===== config.mk =====
export PLATFORM = sky130hd
export DESIGN_NAME = alpha_blend_pixel_formats_top
export DESIGN_NICKNAME = d
export VERILOG_FILES = /design/src/design/abpf_pkg.sv /design/src/design/alpha_blend_pixel_formats_top.sv /design/src/design/abpf_cfg.sv /design/src/design/abpf_blend.sv
export SDC_FILE = /design/constraint.sdc
export NUM_CORES = 2
export LEC_CHECK = 0
export BUFFER_PORTS_ARGS = -buffer_cell sky130_fd_sc_hd__clkbuf_2
export CAP_MARGIN = 20
export CORE_MARGIN = 3
export CORE_UTILIZATION = 35
export DETAILED_ROUTE_END_ITERATION = 10
export SLEW_MARGIN = 30
export SYNTH_ARGS = -nofsm -noshare
export SYNTH_HDL_FRONTEND = slang
export SYNTH_HIERARCHICAL = 1
export SYNTH_SLANG_ARGS = --single-unit

===== constraint.sdc =====
create_clock -name clk -period 8.35 [get_ports clk]
set_input_delay 0.835 -clock clk [delete_from_list [all_inputs] [get_ports clk]]
set_output_delay 0.835 -clock clk [all_outputs]
set_load 0.005 [all_outputs]

===== src/design/abpf_pkg.sv =====
// Shared types, register indexes and pixel format codes for the alpha blend block.
// Used by the top level, abpf_cfg and abpf_blend; depends on nothing.
package abpf_pkg;

  localparam int unsigned CfgIdxW  = 3;
  localparam int unsigned CfgDataW = 14;
  localparam int unsigned DimW     = 14;

  localparam logic [CfgIdxW-1:0] REG_SURFACE_READY  = 3'd0;
  localparam logic [CfgIdxW-1:0] REG_PIXEL_FORMAT   = 3'd1;
  localparam logic [CfgIdxW-1:0] REG_WIDE_PIXELS    = 3'd2;
  localparam logic [CfgIdxW-1:0] REG_SURFACE_WIDTH  = 3'd3;
  localparam logic [CfgIdxW-1:0] REG_SURFACE_HEIGHT = 3'd4;

  localparam logic [1:0] FMT_RGBX8888 = 2'd0;
  localparam logic [1:0] FMT_BGRX8888 = 2'd1;
  localparam logic [1:0] FMT_RGB565   = 2'd2;
  localparam logic [1:0] FMT_INDEXED  = 2'd3;

  localparam logic [7:0] ALPHA_CLEAR  = 8'h00;
  localparam logic [7:0] ALPHA_OPAQUE = 8'hFF;

  typedef struct packed {
    logic            surface_ready;
    logic [1:0]      pixel_format;
    logic            wide_pixels;
    logic [DimW-1:0] surface_width;
    logic [DimW-1:0] surface_height;
  } cfg_t;

  typedef struct packed {
    logic signed [15:0] pixel_x;
    logic signed [15:0] pixel_y;
    logic [23:0]        source_color;
    logic [7:0]         alpha;
    logic [31:0]        dest_pixel;
  } pix_req_t;

  typedef struct packed {
    logic [31:0] new_pixel;
    logic        write_enable;
  } pix_res_t;

  // (s*a + d*(255-a) + 127) / 255, with the divide done as add and shift
  function automatic logic [7:0] mix(input logic [7:0] s, input logic [7:0] d,
                                     input logic [7:0] a);
    logic [16:0] sum;
    logic [16:0] q;
    begin
      sum = 17'({8'h00, s} * {8'h00, a}) +
            17'({8'h00, d} * {8'h00, ALPHA_OPAQUE - a}) + 17'd127;
      q   = (sum + 17'd1 + (sum >> 8)) >> 8;
      mix = q[7:0];
    end
  endfunction

endpackage


===== src/design/alpha_blend_pixel_formats_top.sv =====
// Top level of the alpha blend block: request register, blend datapath, result register.
// Depends on abpf_pkg, abpf_cfg and abpf_blend.
//
// One pixel request per clock is accepted while in_stall is low; a request is registered,
// blended by one pass of combinational logic (six 8x8 multiplies and an add-and-shift divide
// by 255 per channel) and registered again before it appears as a result. With the result
// side stalled, one more request is held in the input register before in_stall rises. Every
// request gives exactly one result. Configuration writes are registered and should be
// issued only while no request is in flight.
module alpha_blend_pixel_formats_top (
  input  logic                          clk,
  input  logic                          rst_n,
  input  logic                          in_valid,
  output logic                          in_stall,
  input  logic signed [15:0]            in_pixel_x,
  input  logic signed [15:0]            in_pixel_y,
  input  logic [23:0]                   in_source_color,
  input  logic [7:0]                    in_alpha,
  input  logic [31:0]                   in_dest_pixel,
  output logic                          out_valid,
  input  logic                          out_stall,
  output logic [31:0]                   out_new_pixel,
  output logic                          out_write_enable,
  input  logic                          cfg_valid,
  output logic                          cfg_ready,
  input  logic [abpf_pkg::CfgIdxW-1:0]  cfg_index,
  input  logic [abpf_pkg::CfgDataW-1:0] cfg_data
);

  abpf_pkg::cfg_t     cfg;
  abpf_pkg::pix_req_t req_r;
  abpf_pkg::pix_res_t res;
  abpf_pkg::pix_res_t res_r;
  logic               req_valid_r, req_valid_nxt;
  logic               out_valid_r;
  logic               advance;
  logic               in_take;

  abpf_cfg u_cfg (
    .clk       (clk),
    .rst_n     (rst_n),
    .cfg_valid (cfg_valid),
    .cfg_ready (cfg_ready),
    .cfg_index (cfg_index),
    .cfg_data  (cfg_data),
    .cfg       (cfg)
  );

  abpf_blend u_blend (
    .cfg (cfg),
    .req (req_r),
    .res (res)
  );

  assign advance       = !out_valid_r || !out_stall;
  assign in_stall      = req_valid_r && !advance;
  assign in_take       = in_valid && !in_stall;
  assign req_valid_nxt = in_take || (req_valid_r && !advance);

  always_ff @(posedge clk) begin
    if (!rst_n) begin
      req_valid_r <= 1'b0;
      out_valid_r <= 1'b0;
    end else begin
      req_valid_r <= req_valid_nxt;
      if (advance) begin
        out_valid_r <= req_valid_r;
      end
    end
  end

  always_ff @(posedge clk) begin
    if (in_take) begin
      req_r.pixel_x      <= in_pixel_x;
      req_r.pixel_y      <= in_pixel_y;
      req_r.source_color <= in_source_color;
      req_r.alpha        <= in_alpha;
      req_r.dest_pixel   <= in_dest_pixel;
    end
    if (advance && req_valid_r) begin
      res_r <= res;
    end
  end

  assign out_valid        = out_valid_r;
  assign out_new_pixel    = res_r.new_pixel;
  assign out_write_enable = res_r.write_enable;

endmodule


===== src/design/abpf_cfg.sv =====
// Configuration register file for the alpha blend block.
// Depends on abpf_pkg for register indexes and the cfg_t layout.
module abpf_cfg (
  input  logic                          clk,
  input  logic                          rst_n,
  input  logic                          cfg_valid,
  output logic                          cfg_ready,
  input  logic [abpf_pkg::CfgIdxW-1:0]  cfg_index,
  input  logic [abpf_pkg::CfgDataW-1:0] cfg_data,
  output abpf_pkg::cfg_t                cfg
);

  abpf_pkg::cfg_t cfg_r;

  assign cfg_ready = 1'b1;
  assign cfg       = cfg_r;

  always_ff @(posedge clk) begin
    if (!rst_n) begin
      cfg_r.surface_ready  <= 1'b0;
      cfg_r.pixel_format   <= abpf_pkg::FMT_RGBX8888;
      cfg_r.wide_pixels    <= 1'b1;
      cfg_r.surface_width  <= '0;
      cfg_r.surface_height <= '0;
    end else if (cfg_valid && cfg_ready) begin
      unique case (cfg_index)
        abpf_pkg::REG_SURFACE_READY:  cfg_r.surface_ready  <= cfg_data[0];
        abpf_pkg::REG_PIXEL_FORMAT:   cfg_r.pixel_format   <= cfg_data[1:0];
        abpf_pkg::REG_WIDE_PIXELS:    cfg_r.wide_pixels    <= cfg_data[0];
        abpf_pkg::REG_SURFACE_WIDTH:  cfg_r.surface_width  <= cfg_data[abpf_pkg::DimW-1:0];
        abpf_pkg::REG_SURFACE_HEIGHT: cfg_r.surface_height <= cfg_data[abpf_pkg::DimW-1:0];
        default: ;
      endcase
    end
  end

endmodule


===== src/design/abpf_blend.sv =====
// Blend datapath: clipping, native conversion and per-channel source-over mix.
// Purely combinational; depends on abpf_pkg for types, codes and mix().
module abpf_blend (
  input  abpf_pkg::cfg_t     cfg,
  input  abpf_pkg::pix_req_t req,
  output abpf_pkg::pix_res_t res
);

  logic [7:0]  sr, sg, sb;
  logic [7:0]  hi, mid, lo;
  logic [7:0]  dr, dg, db;
  logic [7:0]  mr, mg, mb;
  logic        inside_x, inside_y, suppress;
  logic [31:0] native;
  logic [31:0] blended;
  logic [31:0] nv;

  assign sr  = req.source_color[23:16];
  assign sg  = req.source_color[15:8];
  assign sb  = req.source_color[7:0];
  assign hi  = req.dest_pixel[23:16];
  assign mid = req.dest_pixel[15:8];
  assign lo  = req.dest_pixel[7:0];
  assign dr  = {req.dest_pixel[15:11], 3'b000};
  assign dg  = {req.dest_pixel[10:5], 2'b00};
  assign db  = {req.dest_pixel[4:0], 3'b000};

  assign inside_x = !req.pixel_x[15] &&
                    (req.pixel_x[15:0] < {2'b00, cfg.surface_width});
  assign inside_y = !req.pixel_y[15] &&
                    (req.pixel_y[15:0] < {2'b00, cfg.surface_height});
  assign suppress = !cfg.surface_ready || (req.alpha == abpf_pkg::ALPHA_CLEAR) ||
                    !inside_x || !inside_y;

  always_comb begin
    unique case (cfg.pixel_format)
      abpf_pkg::FMT_RGBX8888: native = {8'h00, sr, sg, sb};
      abpf_pkg::FMT_BGRX8888: native = {8'h00, sb, sg, sr};
      abpf_pkg::FMT_RGB565:   native = {16'h0000, sr[7:3], sg[7:2], sb[7:3]};
      abpf_pkg::FMT_INDEXED:  native = {8'h00, req.source_color};
      default:                native = {8'h00, req.source_color};
    endcase
  end

  always_comb begin
    if (!cfg.wide_pixels) begin
      mr = abpf_pkg::mix(sr, dr, req.alpha);
      mg = abpf_pkg::mix(sg, dg, req.alpha);
      mb = abpf_pkg::mix(sb, db, req.alpha);
      blended = {16'h0000, mr[7:3], mg[7:2], mb[7:3]};
    end else if (cfg.pixel_format == abpf_pkg::FMT_RGBX8888) begin
      mr = abpf_pkg::mix(sr, hi, req.alpha);
      mg = abpf_pkg::mix(sg, mid, req.alpha);
      mb = abpf_pkg::mix(sb, lo, req.alpha);
      blended = {8'h00, mr, mg, mb};
    end else begin
      mr = abpf_pkg::mix(sr, lo, req.alpha);
      mg = abpf_pkg::mix(sg, mid, req.alpha);
      mb = abpf_pkg::mix(sb, hi, req.alpha);
      blended = {8'h00, mb, mg, mr};
    end
  end

  always_comb begin
    nv = (req.alpha == abpf_pkg::ALPHA_OPAQUE) ? native : blended;
    if (!cfg.wide_pixels) begin
      nv = {16'h0000, nv[15:0]};
    end
    if (suppress) begin
      res.new_pixel    = req.dest_pixel;
      res.write_enable = 1'b0;
    end else begin
      res.new_pixel    = nv;
      res.write_enable = 1'b1;
    end
  end

endmodule


==> out/qor.yml <==
synthesis.area_sq_um: 32000
setup_viol: 17
fin_tns_setup_ns: -3.876
routed_wl_mm: 101.8
drive_gt1_share_pct: 25.71
grt_antenna_before_repair: 6
die_x_um: 308.4
placementRows: 110
hp-start: "u_cfg/cfg[4]$_SDFFE_PN0P_"
drt_first_pass_iters: 5
fin_crit_ns: 8.795
hpwlAfterDp_mm: 84.68
violations: "negative setup slack"
async_flop_share_pct: 0
area_growth_pct: 28.15
synth-seq-area-share_pct: 14.23
cp_slowest_cell: "fa_1"
ant_nets: 0
clock-sinks: 163
path_delay_family: "adder cells"
cts.root.buffer_cell: "clkbuf_16"
hold_path_class: "flop to flop"
synth_edf_count: 129
instances_no_fill: 5497
drc: 0
cts_max_path_buffers: 2
timing.rr.start: "req_r[35]$_DFFE_PP_"
fin_area_sq_um: 41000
place_ws_ns: -0.6515
rsz0062_at_grt: "yes"
via_per_inst: 5.045
drtIter0Drc: 1636
portBuffers: 152
place_inst: 5393
hold_depth: 2
via_count: 27730
synth_top_area_share_pct: 22.60
cp_slowest_stage_delay_ns: 0.58
cp-startpoint: "req_r[35]$_DFFE_PP_"
crit_cells: 34
nets: 5295
finalCritPeriodShare_pct: 105.3
critPathKind: "flop to flop"
yosysWarnings: 6
synth_cell_types: 104
critPathCaptureType: "flop"
dieArea_sq_um: 95080
worstMarginPinSlew_ns: 0.9775
track_usage_pct: 21.37
yosys_register_bits: 163
io_pins: 154
synthCells: 3597
hold_viol_final: 0
holdBufCountCts: 0
yosys_most_used_dff: "edfxtp_1"
cap_violations: 0
finClkSkew_ns: 0.03271
worstPathRequired_ns: 8.59
cts_tree: "built"
yosysTopAreaCell: "ha_1"
dieHeight_um: 308.4
synth.net_count: 4587
clkLatencyLatePin_ns: 0.50
reg2reg_slack_ns: -0.45
grt_pass1_vias: 28092
cpMostUsedCell: "fa_1"
synth_area_per_cell_sq_um: 8.895
grt_max_degree: 50
grt_pass1_wl_mm: 156.9
cp.buffers_inverters: 8
worst-path-max-fanout: 6
wl_per_cell_um: 18.53
core_sq_um: 90290
status: "complete, but fails checks"
cp.arrival_ns: 9.04
initial_core_util_pct: 35.44
h-tree-depth: 4
max_clock_freq_ghz: 0.1137
relSlewSlack_pct: 34.83
gp_congestion: 0.8912
r2r_cells: 34
start_kind: "flop"
cts_buffers: 17
clk_pin_slew_ns: 0.11
slew_violations: 0
place_area_sq_um: 38200
grt-ovfl-total: 0
synthTopCellsByArea: "ha_1 23%, fa_1 18%, edfxtp_1 12%"
fin_ws_ns: -0.4452
[metal layers]
metal / wire length (um) / share of wire [%] / GRT usage, %
met5: 26 / 0.026 / 0
met4: 2692 / 2.6 / 5.641
met3: 5797 / 5.7 / 3.639
met2: 47160 / 46 / 35.45
met1: 46170 / 45 / 28.80
[area by class of cell]
type,count,area (sq um)
Tap cell,1176,1471
Clock buffer,17,425.4
Fill cell,8799,49280
Antenna cell,3,7.507
Inverter,611,2307
Multi-Input combinational cell,2722,26350
Clock inverter,15,196.4
Sequential cell,163,4554
Timing Repair Buffer,790,5692
[final timing paths]
path                                  to
max          out_new_pixel[15]$_DFFE_PP_
min            u_cfg/cfg[4]$_SDFFE_PN0P_
max reg2reg  out_new_pixel[15]$_DFFE_PP_
min reg2reg    u_cfg/cfg[4]$_SDFFE_PN0P_
[worst min-delay path, cell delays in order (launching register included)]
cell     delay (ns)
dfxtp_1        0.32
nand2_1        0.05
mux2i_1        0.05
[placed cells by master, fill, tap and decap left out, types with 14 or more instances in the layout]
cell,count
a21oi_1,111
a21o_1,61
edfxtp_1,129
clkbuf_16,18
inv_2,14
ha_4,37
o21a_1,24
nand2_1,249
a31oi_1,19
o211ai_1,20
nand3_1,32
nor3_1,41
buf_4,619
and2_1,113
a21boi_0,14
xnor2_2,23
xnor2_1,132
nor2_1,158
a211o_1,15
xor2_1,44
clkbuf_2,151
nor2b_1,130
dfxtp_1,34
nand2b_1,93
mux2i_1,40
a211oi_1,21
a21oi_2,43
o21bai_1,35
inv_1,595
nand4_1,17
o21ai_0,91
ha_1,537
o21ai_2,14
fa_1,286
[timing repair]
| action | 4_1_cts | 5_1_grt |
|---|---|---|
| setup endpoints to repair | 24 | 24 |
| cloned | 0 | 1 |
| setup buffers | 45 | 25 |
| gates resized for setup | 145 | 166 |
| pin swaps | 100 | 107 |
[logic make-up (layout without fill, tap and decap cells)]
family / after synthesis / count (layout) / share of synthesized area [%]
and+or+nand+nor: 966 / 966 / 15.64
adders and majority gates: 872 / 872 / 41.00
buffers and inverters: 712 / 1433 / 8.611
AOI/OAI and AO/OA: 632 / 632 / 13.36
xor gates and xnor gates: 207 / 207 / 5.756
DFF: 163 / 163 / 14.23
muxes: 44 / 44 / 1.388
other: 1 / 4 / 0.01172
[synth_stat cells (6+ instances only)]
master     instances
a221oi_1           6
nand3_1           34
nand2_1          256
a22oi_1           12
o21ai_0          116
nor2b_1          134
nor3_1            51
xnor2_1          159
dfxtp_1           34
buf_2              6
a31o_2             6
o211ai_1          20
clkbuf_1          73
o31ai_1           15
a2111oi_0          6
nand2b_1          95
or3_1             13
buf_1             13
nand4_1           17
nor2_1           166
and3_1            14
a21boi_0          18
a211oi_1          25
o21bai_1          38
a31oi_1           25
mux2i_1           41
fa_1             294
o41ai_1            8
or2_2             11
a21oi_1          158
nor3b_1           14
a21o_1            62
xor2_1            46
nor4_1            12
nand3b_1           7
a211o_1           15
inv_1            609
edfxtp_1         129
o2111ai_1          8
and2_1           117
ha_1             578
o21a_1            25
[registers in the layout, indices dropped and copies added (netlist names)]
| signal | count |
|---|---|
| u_cfg/cfg | 32 |
| out_valid | 1 |
| req_valid_r | 1 |
| req_r | 96 |
| out_new_pixel | 32 |
| out_write_enable | 1 |
[metrics by stage]
step	util, %	hold slack, ns
global placement	42.31	0.4437
detailed placement	42.31	0.4501
floorplan	-	0.4299
CTS	44.30	0.4632
finish	45.41	0.4646
global route	45.41	0.4834
Power is not shown: default switching activity piles up to over one toggle a cycle in this logic, so the estimate is an artifact.
